[config.mk]
export PLATFORM = sky130hd
export DESIGN_NAME = segmented_crc32_xor_checksum_core
export DESIGN_NICKNAME = d
export VERILOG_FILES = /design/src/hw/rtl/scs_pkg.sv /design/src/hw/rtl/segmented_crc32_xor_checksum_core.sv /design/src/hw/rtl/scs_accum.sv
export SDC_FILE = /design/constraint.sdc
export NUM_CORES = 1
export LEC_CHECK = 0
export BUFFER_PORTS_ARGS = -buffer_cell sky130_fd_sc_hd__buf_2
export CORE_ASPECT_RATIO = 2
export CORE_MARGIN = 3
export CORE_UTILIZATION = 54
export DETAILED_ROUTE_END_ITERATION = 12
export PLACE_DENSITY = 0.88
export SLEW_MARGIN = 20
export SYNTH_ARGS = -nofsm -noshare
export SYNTH_HDL_FRONTEND = slang
export SYNTH_HIERARCHICAL = 1
export SYNTH_SLANG_ARGS = --single-unit
[constraint.sdc]
create_clock -name clk -period 4 [get_ports clk]
set_input_delay 0.2 -clock clk [delete_from_list [all_inputs] [get_ports clk]]
set_output_delay 0.2 -clock clk [all_outputs]
set_load 0.01 [all_outputs]
[src/hw/rtl/scs_pkg.sv]
package scs_pkg;

  localparam logic [31:0] CRC_INIT = 32'hFFFF_FFFF;
  localparam logic [31:0] CRC_POLY = 32'hEDB8_8320;
  localparam logic [31:0] CNT_MAX  = 32'hFFFF_FFFF;

  typedef struct packed {
    logic [7:0]  data_byte;
    logic        byte_present;
    logic        segment_last;
    logic        message_last;
    logic [31:0] expected_checksum;
  } item_t;

  typedef struct packed {
    logic [31:0] checksum;
    logic [31:0] payload_length;
    logic        checksum_match;
  } result_t;

  // Reflected CRC-32, one byte, LSB first
  function automatic logic [31:0] crc_byte(logic [31:0] crc, logic [7:0] b);
    logic [31:0] c;
    c = crc ^ {24'd0, b};
    for (int k = 0; k < 8; k++) begin
      c = c[0] ? ((c >> 1) ^ CRC_POLY) : (c >> 1);
    end
    return c;
  endfunction

endpackage

[src/hw/rtl/segmented_crc32_xor_checksum_core.sv]
// Per-segment reflected CRC-32 (poly 0xEDB88320, init all ones, final invert),
// XORed across the segments of a message, plus a saturating payload byte count.
// One input beat per clock sustained while in_ready is high. An input beat
// is staged in an input register and folded into the running state as it
// leaves that register; a message-end beat lands its result in the output
// register at that same edge. in_ready drops only when the staged beat ends
// a message while the output register still holds a result not yet taken.
module segmented_crc32_xor_checksum_core (
  input  logic        clk,
  input  logic        rst_n,
  input  logic        in_valid,
  output logic        in_ready,
  input  logic [7:0]  in_data_byte,
  input  logic        in_byte_present,
  input  logic        in_segment_last,
  input  logic        in_message_last,
  input  logic [31:0] in_expected_checksum,
  output logic        out_valid,
  input  logic        out_ready,
  output logic [31:0] out_checksum,
  output logic [31:0] out_payload_length,
  output logic        out_checksum_match
);

  logic             stg_valid_r, stg_valid_nxt;
  scs_pkg::item_t   stg_item_r;
  logic             out_valid_r, out_valid_nxt;
  scs_pkg::result_t out_res_r;
  scs_pkg::result_t res;
  logic             out_free;
  logic             fire;
  logic             in_fire;

  assign out_free = !out_valid_r || out_ready;
  assign fire     = stg_valid_r && (!stg_item_r.message_last || out_free);
  assign in_ready = !stg_valid_r || fire;
  assign in_fire  = in_valid && in_ready;

  scs_accum u_accum (
    .clk    (clk),
    .rst_n  (rst_n),
    .fire   (fire),
    .item   (stg_item_r),
    .result (res)
  );

  always_comb begin
    stg_valid_nxt = stg_valid_r;
    if (in_fire) begin
      stg_valid_nxt = 1'b1;
    end else if (fire) begin
      stg_valid_nxt = 1'b0;
    end
    out_valid_nxt = out_valid_r;
    if (fire && stg_item_r.message_last) begin
      out_valid_nxt = 1'b1;
    end else if (out_ready) begin
      out_valid_nxt = 1'b0;
    end
  end

  always_ff @(posedge clk) begin
    if (!rst_n) begin
      stg_valid_r <= 1'b0;
      out_valid_r <= 1'b0;
    end else begin
      stg_valid_r <= stg_valid_nxt;
      out_valid_r <= out_valid_nxt;
    end
  end

  always_ff @(posedge clk) begin
    if (in_fire) begin
      stg_item_r.data_byte         <= in_data_byte;
      stg_item_r.byte_present      <= in_byte_present;
      stg_item_r.segment_last      <= in_segment_last;
      stg_item_r.message_last      <= in_message_last;
      stg_item_r.expected_checksum <= in_expected_checksum;
    end
    if (fire && stg_item_r.message_last) begin
      out_res_r <= res;
    end
  end

  assign out_valid          = out_valid_r;
  assign out_checksum       = out_res_r.checksum;
  assign out_payload_length = out_res_r.payload_length;
  assign out_checksum_match = out_res_r.checksum_match;

  a_stall_cause: assert property (@(posedge clk) disable iff (!rst_n)
    stg_valid_r && !fire |-> stg_item_r.message_last && out_valid_r && !out_ready)
    else $error("staged beat stalled without a blocked result");

  a_result_lands: assert property (@(posedge clk) disable iff (!rst_n)
    fire && stg_item_r.message_last |=> out_valid_r)
    else $error("message end did not produce a result");

  a_no_overwrite: assert property (@(posedge clk) disable iff (!rst_n)
    out_valid_r && !out_ready |=> $stable(out_res_r))
    else $error("pending result overwritten");

endmodule

[src/hw/rtl/scs_accum.sv]
module scs_accum (
  input  logic             clk,
  input  logic             rst_n,
  input  logic             fire,
  input  scs_pkg::item_t   item,
  output scs_pkg::result_t result
);

  logic [31:0] segment_crc_r, segment_crc_nxt;
  logic [31:0] message_xor_r, message_xor_nxt;
  logic [31:0] byte_count_r,  byte_count_nxt;
  logic [31:0] crc_abs;
  logic [31:0] cnt_abs;
  logic [31:0] xor_closed;
  logic        seg_close;

  assign seg_close = item.segment_last | item.message_last;

  always_comb begin
    crc_abs = segment_crc_r;
    cnt_abs = byte_count_r;
    if (item.byte_present) begin
      crc_abs = scs_pkg::crc_byte(segment_crc_r, item.data_byte);
      if (byte_count_r != scs_pkg::CNT_MAX) begin
        cnt_abs = byte_count_r + 32'd1;
      end
    end
    // closing a segment folds in its finalized CRC (empty segment gives zero)
    xor_closed = seg_close ? (message_xor_r ^ crc_abs ^ scs_pkg::CRC_INIT)
                           : message_xor_r;
  end

  always_comb begin
    segment_crc_nxt = segment_crc_r;
    message_xor_nxt = message_xor_r;
    byte_count_nxt  = byte_count_r;
    if (fire) begin
      if (item.message_last) begin
        segment_crc_nxt = scs_pkg::CRC_INIT;
        message_xor_nxt = 32'd0;
        byte_count_nxt  = 32'd0;
      end else begin
        segment_crc_nxt = seg_close ? scs_pkg::CRC_INIT : crc_abs;
        message_xor_nxt = xor_closed;
        byte_count_nxt  = cnt_abs;
      end
    end
  end

  always_ff @(posedge clk) begin
    if (!rst_n) begin
      segment_crc_r <= scs_pkg::CRC_INIT;
      message_xor_r <= 32'd0;
      byte_count_r  <= 32'd0;
    end else begin
      segment_crc_r <= segment_crc_nxt;
      message_xor_r <= message_xor_nxt;
      byte_count_r  <= byte_count_nxt;
    end
  end

  assign result.checksum       = xor_closed;
  assign result.payload_length = cnt_abs;
  assign result.checksum_match = (xor_closed == item.expected_checksum);

  a_msg_end_clears: assert property (@(posedge clk) disable iff (!rst_n)
    fire && item.message_last |=>
      segment_crc_r == scs_pkg::CRC_INIT && message_xor_r == 32'd0 &&
      byte_count_r == 32'd0)
    else $error("state not cleared after message end");

  a_cnt_monotonic: assert property (@(posedge clk) disable iff (!rst_n)
    fire && !item.message_last |=> byte_count_r >= $past(byte_count_r))
    else $error("byte count went backward inside a message");

  a_marker_idle: assert property (@(posedge clk) disable iff (!rst_n)
    fire && !item.byte_present && !item.segment_last && !item.message_last |=>
      $stable(segment_crc_r) && $stable(message_xor_r) && $stable(byte_count_r))
    else $error("marker-only beat changed state");

endmodule
# == Word level (Yosys, flattened, before mapping) ==
# Index checks and enable logic that the tools add are counted.
# op_classes
n_addsub,1
n_mul,0
div,0
magnitude_cmp,0
eq_ne,2
shift,0
muxes,20
n_bitwise,12
reduce_logical,11
# ops
operator,count
two-way mux 32 bit,16
inverter 13 -> 14 bit,8
adder 32 x 1 -> 32 bit (second input constant),1
equality test 32 bit,1
!= test 32 bit (second input constant),1
inverter 32 bit,1
XOR 32 bit,1
XOR 32 x 8 -> 32 bit,1
two-way mux 1 bit,4
nonzero test 2 bit,2
logical AND 1 bit,3
zero test 1 bit,3
logical OR 1 bit,3
OR 1 bit,1
# totals
ff_bits,206
latch_bits,0
ram_bits,0
rom_bits,0
inputBits,47
output_inout_bits,67
word_cells,59
memories,0

# == Logic depth before layout (Yosys ltp) ==
# Gate-level depths: netlist of the first run.
# depth
ltp_word,22
mapped_depth,12
depth_no_buf,8

# == Cells and area by module ==
# The synthesis of the first run kept the hierarchy.
# modules_own_cells
module,instances,cells_per_inst,area_each_um2,seq_area_each_um2
scs_accum,1,853,7349.5,1921.8
segmented_crc32_xor_checksum_core,1,120,3360.7,3283.1

# == Worst setup path after synthesis of the first run ==
# Ideal clock, no wire load.
# synth_path
path_type,reg-to-reg
startpoint,reg out_valid_r (netlist: out_valid)
endpoint,"reg out_res_r (netlist bit out_checksum[0]), enable pin"
arrival_ns,3.276
setup_slack_ns,0.236
path_stages_with_launch,3
path_buffers,0
synth_period_minus_slack_ns,3.764
path_cell_list,dfxtp_1 -> and2b_1 -> nor2_1
# synth_via
elab_chain_len,5
# synth_rtl
element,line_no,rtl
start: declaration,segmented_crc32_xor_checksum_core.sv:27,"logic out_valid_r, out_valid_nxt;"
start signal: assignment,segmented_crc32_xor_checksum_core.sv:68,out_valid_r <= out_valid_nxt;
zero test 1 bit,segmented_crc32_xor_checksum_core.sv:34,assign out_free = !out_valid_r || out_ready;
logical OR 1 bit,segmented_crc32_xor_checksum_core.sv:34,
logical OR 1 bit,segmented_crc32_xor_checksum_core.sv:35,assign fire = stg_valid_r && (!stg_item_r.message_last || out_free);
logical AND 1 bit,segmented_crc32_xor_checksum_core.sv:35,
logical AND 1 bit,segmented_crc32_xor_checksum_core.sv:80,if (fire && stg_item_r.message_last) begin
end signal: assignment,segmented_crc32_xor_checksum_core.sv:81,out_res_r <= res;
end: declaration,segmented_crc32_xor_checksum_core.sv:28,scs_pkg::result_t out_res_r;
# No other way between the ends.
# A chain may end at the register's enable or synchronous reset.

==> results of run 1 <==
## cell type report
type	instances	area, µm²	share of cell area
clock inverter	10	157.7	0.01250
tap	259	324.1	0.02569
multi-input combinational	692	5238	0.4152
timing repair buffer	172	1121	0.08888
sequential	206	5205	0.4127
inverter	17	63.81	0.005059
clock buffer	24	504.2	0.03998
## placed cells by master, fill, tap and decap left out, types with 22 or more instances in the layout
master	count
a21oi_1	30
a22oi_1	43
and3_1	22
buf_2	112
dfxtp_1	98
dlygate4sd3_1	44
edfxtp_1	108
nand2_1	61
nor2_1	44
nor2b_1	59
o21ai_0	47
o22ai_1	31
xnor2_1	65
xor2_1	55
## worst register-to-register path: cells and delay by family (launching register included)
| family | cells | cell delay (ps) |
|---|---|---|
| AO/OA/AOI/OAI | 1 | 600 |
| flip-flops | 1 | 490 |
| AND/OR/NAND/NOR | 2 | 540 |
| multiplexers | 1 | 150 |
| XOR/XNOR | 4 | 1530 |
## routing by layer
| layer | up-vias | track usage | share of wire |
|---|---|---|---|
| met1 | 3964 | 0.2630 | 0.33 |
| met5 | - | 0 | 0 |
| met2 | 354 | 0.4961 | 0.54 |
| li1 | 3819 | - | - |
| met4 | 0 | 0.1941 | 0.082 |
| met3 | 122 | 0.03154 | 0.049 |
## power by group through the flow
stage / logic, W / registers, W / clock network (W)
2_1_floorplan: 0.000567 / 0.00239 / 0
3_3_place_gp: 0.000790 / 0.00239 / 0
3_5_place_dp: 0.000803 / 0.00239 / 0
4_1_cts: 0.000842 / 0.00235 / 0.00198
5_1_grt: 0.000914 / 0.00235 / 0.00205
6_report: 0.000863 / 0.00235 / 0.00195
## worst paths after layout
kind                            start                  endpoint
max reg2reg            stg_item_r[42]        out_checksum_match
min                         out_ready                 out_valid
max                    stg_item_r[42]        out_checksum_match
min reg2reg  u_accum/segment_crc_r[9]  u_accum/segment_crc_r[9]
## sequential cells by signal, summed over array words and instances (netlist names)
| register | count |
|---|---|
| stg_item_r | 43 |
| out_valid | 1 |
| u_accum/segment_crc_r | 32 |
| u_accum/byte_count_r | 32 |
| out_payload_length | 32 |
| out_checksum_match | 1 |
| out_checksum | 32 |
| stg_valid_r | 1 |
| u_accum/message_xor_r | 32 |
## per-stage QoR
stage / hold slack (ps) / instance area, µm²
2_1_floorplan: 298.9 / 10710
3_3_place_gp: 377.5 / 11510
3_5_place_dp: 378.1 / 11510
4_1_cts: 4.928 / 12610
5_1_grt: 30.50 / 12610
6_report: 26.95 / 12610
## kinds of logic after synthesis
family | count (synthesis) | share of synthesized area
buffers and inverters | 75 | 0.02687
AO/OA/AOI/OAI | 236 | 0.1492
flip-flops | 206 | 0.4860
XOR/XNOR | 163 | 0.1893
AND/OR/NAND/NOR | 288 | 0.1438
multiplexers | 4 | 0.003738
adder cells (fa/ha/maj) | 1 | 0.001168
==> results_dict.tcl, run 1 <==
set metrics [dict create \
    ys_top_cells_by_count "108 x edfxtp_1, 98 x dfxtp_1, 65 x xnor2_1" \
    ys.flop_type "edfxtp_1" \
    wl_per_cell_um 21.16 \
    ys_types 69 \
    via_per_inst 5.985 \
    power.density_mw_per_mm2 409.4 \
    cp.depth 8 \
    seqPwrFrac 0.454 \
    fin_util 0.6482 \
    period_needed_ps 3444 \
    dr_total_vias 8259 \
    design.portCount 114 \
    crit_slowest_cell "xnor3_2" \
    avgSynthCellArea_um2 11.01 \
    worst-r2r-setup-slack_ps 560 \
    setup_viol 0 \
    ir_worst_vdd_mv 0.2913 \
    drt_iter0_markers 756 \
    grt_overflow 0 \
    hpwl_mm 19.90 \
    power.internal_w 0.003829 \
    grt_pass1_vias 8265 \
    worst_skew_pair.late_latency_ps 500 \
    core-area_mm2 0.01946 \
    instances_no_fill 1380 \
    synth_area_mm2 0.01071 \
    synth_edf_count 108 \
    critPathKind "reg2reg" \
    p_sw_frac 0.2586 \
    status "complete, no violations" \
    p_leak_nw 5.123 \
    synth_top_area_cell "edfxtp_1" \
    firstDrtPassIters 5 \
    place_inst 1302 \
    min_period_over_period 0.8610 \
    cts.path.max_buffers 3 \
    finalWorstSetupSlack_ps 556.0 \
    comb_power_share 0.167 \
    num-fill-cells 1496 \
    syn-num-nets 1021 \
    tritoncts "done" \
    syn_inst 973 \
    hold_viol_final 0 \
    critPathArrivalTime_ps 3800 \
    post-synth-top-area-fraction 0.3028 \
    cp-start-kind "flip-flop" \
    tns_ps 0 \
    r2r_cells 8 \
    clk_pin_slew_ps 70 \
    worst_hold_path_type "in2reg" \
    final_nets 1156 \
    cp.required_ps 4360 \
    path_cells "xnor2_4 -> xnor2_2 -> xnor3_2 -> mux2i_1 -> o32ai_1 -> xor2_1 -> nor4_1 -> and4_1" \
    fp-row-count 72 \
    synth_area_leaders "edfxtp_1 30%, dfxtp_1 18%, xnor2_1 5.3%" \
    n_antenna_cell 0 \
    die_w_um 105.6 \
    die_height_um 205.2 \
    grt_pass1_wl_mm 44.37 \
    ys_async_sr_fraction 0 \
    portBuffers 113 \
    cap_viol_max_count 0 \
    net-switching-power_w 0.001336 \
    slew_headroom 0.2405 \
    seq_area_frac_synth 0.4860 \
    tightest_slew_ps 1135 \
    gp_congestion 1.019 \
    h-tree-depth 1 \
    drt_wl_total_mm 29.21 \
    antenna_found_initial 0 \
    post_cts_resize_count 0 \
    grt_usage 0.2649 \
    crit_fanout 7 \
    max_freq_mhz 290.4 \
    start_util 0.5504 \
    cts.sinks 206 \
    ant_nets 0 \
    synth-seq-cells 206 \
    post-place-ws_ps 656.3 \
    fin_skew_ps 25.22 \
    slowest_delay_ps 600 \
    grt_max_degree 103 \
    p_total_w 0.005164 \
    cp.buffers_inverters 0 \
    clockPowerShare 0.378 \
    maxSlewViolCount 0 \
    synth.most_common_cell "edfxtp_1" \
    crit_path_end_kind "flip-flop" \
    whs_path_depth 3 \
    ys.warnings.count 6 \
    syn_to_final_growth_pct 17.77 \
    crit_family "XOR/XNOR gates" \
    rsz0062_at_grt "false" \
    cts_setup_buffers 0 \
    ctsHoldBuffers 44 \
    drc 0 \
    root_buffer "clkbuf_16" \
    drive_gt1_frac 0.1686 \
    die_area_mm2 0.02166 \
    numCtsBuffers 19 \
]
(Power assumes the default switching activity.)
==> inputs of run 2 (changes only) <==
==> constraint.sdc (replaced) <==
create_clock -name clk -period 4 [get_ports clk]
set_input_delay 0.6 -clock clk [delete_from_list [all_inputs] [get_ports clk]]
set_output_delay 0.6 -clock clk [all_outputs]
set_load 0.01 [all_outputs]
==> run 2 against run 1 <==
Effect of this change: first-iteration DRC count shrank 1.1%; sequential share of layout area grew 1.4 points; largest power group unchanged; critical endpoint unchanged; fmax decreased by 11%; combinational power fell by 2%; largest cell class unchanged.
==> results_dict.tcl, run 2 (same netlist as run 1, synthesis figures left out) <==
set metrics [dict create \
    clk_pin_slew_ps 70 \
    portBuffers 113 \
    final_cell_mix "112 x buf_2, 108 x edfxtp_1, 98 x dfxtp_1" \
    crit_path_end_kind "flip-flop" \
    largest_reg_flops 43 \
    drt_wl_total_mm 28.81 \
    drc 0 \
    grt_pass1_vias 7871 \
    start_util 0.5504 \
    largest-register "stg_item_r" \
    drt_iter0_markers 748 \
    cap_viol_max_count 0 \
    fp-row-count 72 \
    p_leak_nw 4.959 \
    syn_to_final_growth_pct 13.93 \
    ant_nets 0 \
    period_needed_ps 3862 \
    design_area_mm2 0.01220 \
    firstDrtPassIters 8 \
    worst_skew_pair.late_latency_ps 490 \
    die_area_mm2 0.02166 \
    slew_headroom 0.3346 \
    n_antenna_cell 0 \
    maxSlewViolCount 0 \
    crit_fanout 7 \
    h-tree-depth 1 \
    ir_worst_vdd_mv 0.3165 \
    ctsHoldBuffers 0 \
    critPathArrivalTime_ps 4220 \
    hold_viol_final 0 \
    wl_per_cell_um 21.51 \
    dr_total_vias 8182 \
    die_w_um 105.6 \
    antenna_found_initial 0 \
    num-fill-cells 1605 \
    cts.path.max_buffers 3 \
    gp_congestion 1.002 \
    fin_skew_ps 11.99 \
    grt_pass1_wl_mm 43.48 \
    grt_overflow 0 \
    tns_ps 0 \
    status "complete, no violations" \
    cp.required_ps 4360 \
    cts.sinks 206 \
    rsz0062_at_grt "false" \
    setup_viol 0 \
    worst_hold_path_type "in2reg" \
    cp-start-kind "flip-flop" \
    power.density_mw_per_mm2 412.4 \
    via_per_inst 6.111 \
    final_common_cell "buf_2" \
    grt_usage 0.2601 \
    tritoncts "done" \
    min_period_over_period 0.9656 \
    max_freq_mhz 258.9 \
    grt_max_degree 103 \
    die_height_um 205.2 \
    drive_gt1_frac 0.1824 \
    core-area_mm2 0.01946 \
    numCtsBuffers 19 \
    critPathKind "reg2reg" \
    placed_area_mm2 0.01157 \
    hpwl_mm 20.53 \
    root_buffer "clkbuf_16" \
    design.portCount 114 \
    p_total_w 0.005032 \
    final_nets 1115 \
    tightest_slew_ps 998.1 \
]
## run 2: cell types whose count changed in the layout (fill, tap and decap cells not counted), sizes merged
cell         change
clkbuf           -1
bufinv           -2
clkinv           +4
dlygate4sd3     -44
buf              +3
clkinvlp         -1
## run 2: area by class of cell
class | instances | area (µm²) | share of cell area
well taps | 259 | 324.1 | 0.02656
multi-input cells | 692 | 5246 | 0.4300
clock inverters | 11 | 111.4 | 0.009126
flip-flops and latches | 206 | 5205 | 0.4266
clock buffers | 23 | 510.5 | 0.04184
repair buffers | 131 | 740.7 | 0.06071
inverters | 17 | 63.81 | 0.005230
## run 2: through the flow
| step | cells | worst slack, ps | hold slack, ps | utilization |
|---|---|---|---|---|
| 3_3_place_gp | 1305 | 367.2 | 472.0 | 0.5946 |
| 2_1_floorplan | 973 | 9.435 | 464.1 | - |
| 5_1_grt | 1339 | 102.8 | 270.1 | 0.6271 |
| 6_report | 1339 | 137.6 | 277.5 | 0.6271 |
| 4_1_cts | 1339 | 290.9 | 268.6 | 0.6267 |
| 3_5_place_dp | 1305 | 320.9 | 488.7 | 0.5947 |
## run 2: final timing paths
check,from,endpoint,slack (ps),cells after the start
setup / recovery,stg_item_r[42],out_checksum_match,140,8
hold / removal,in_data_byte[5],stg_item_r[40],280,1
setup reg to reg,stg_item_r[42],out_checksum_match,140,8
hold reg to reg,u_accum/segment_crc_r[9],u_accum/segment_crc_r[9],510,2
## run 2: critical path: stages, from the launching register on
cell and delay, ps:
edfxtp_1 480, xnor2_4 230, xnor2_2 440, xnor3_2 610, a211oi_2 410, xnor2_1 380
nand4_1 450, nor4_2 460, and4_1 260
## run 2: repair_timing
item                                    CTS  global route
gates resized for setup                   0             1
endpoints found under the setup margin    0             1
buffers inserted                          0             0
## run 2: power by group
group          total, W  internal [W]  switching [W]  leakage (nW)
Combinational  0.000845      0.000358       0.000487          2.78
Clock           0.00184       0.00105       0.000793         0.313
Sequential      0.00235       0.00230      0.0000524          1.86
## run 2: layer usage
layer  global-route usage  vias to the layer above  wire [µm]
li1                     -                     3739          -
met1               0.2580                     3916       9039
met2               0.5005                      395      16110
met3              0.02775                      132       1524
met4               0.1691                        0       2133
met5                    0                        -          0
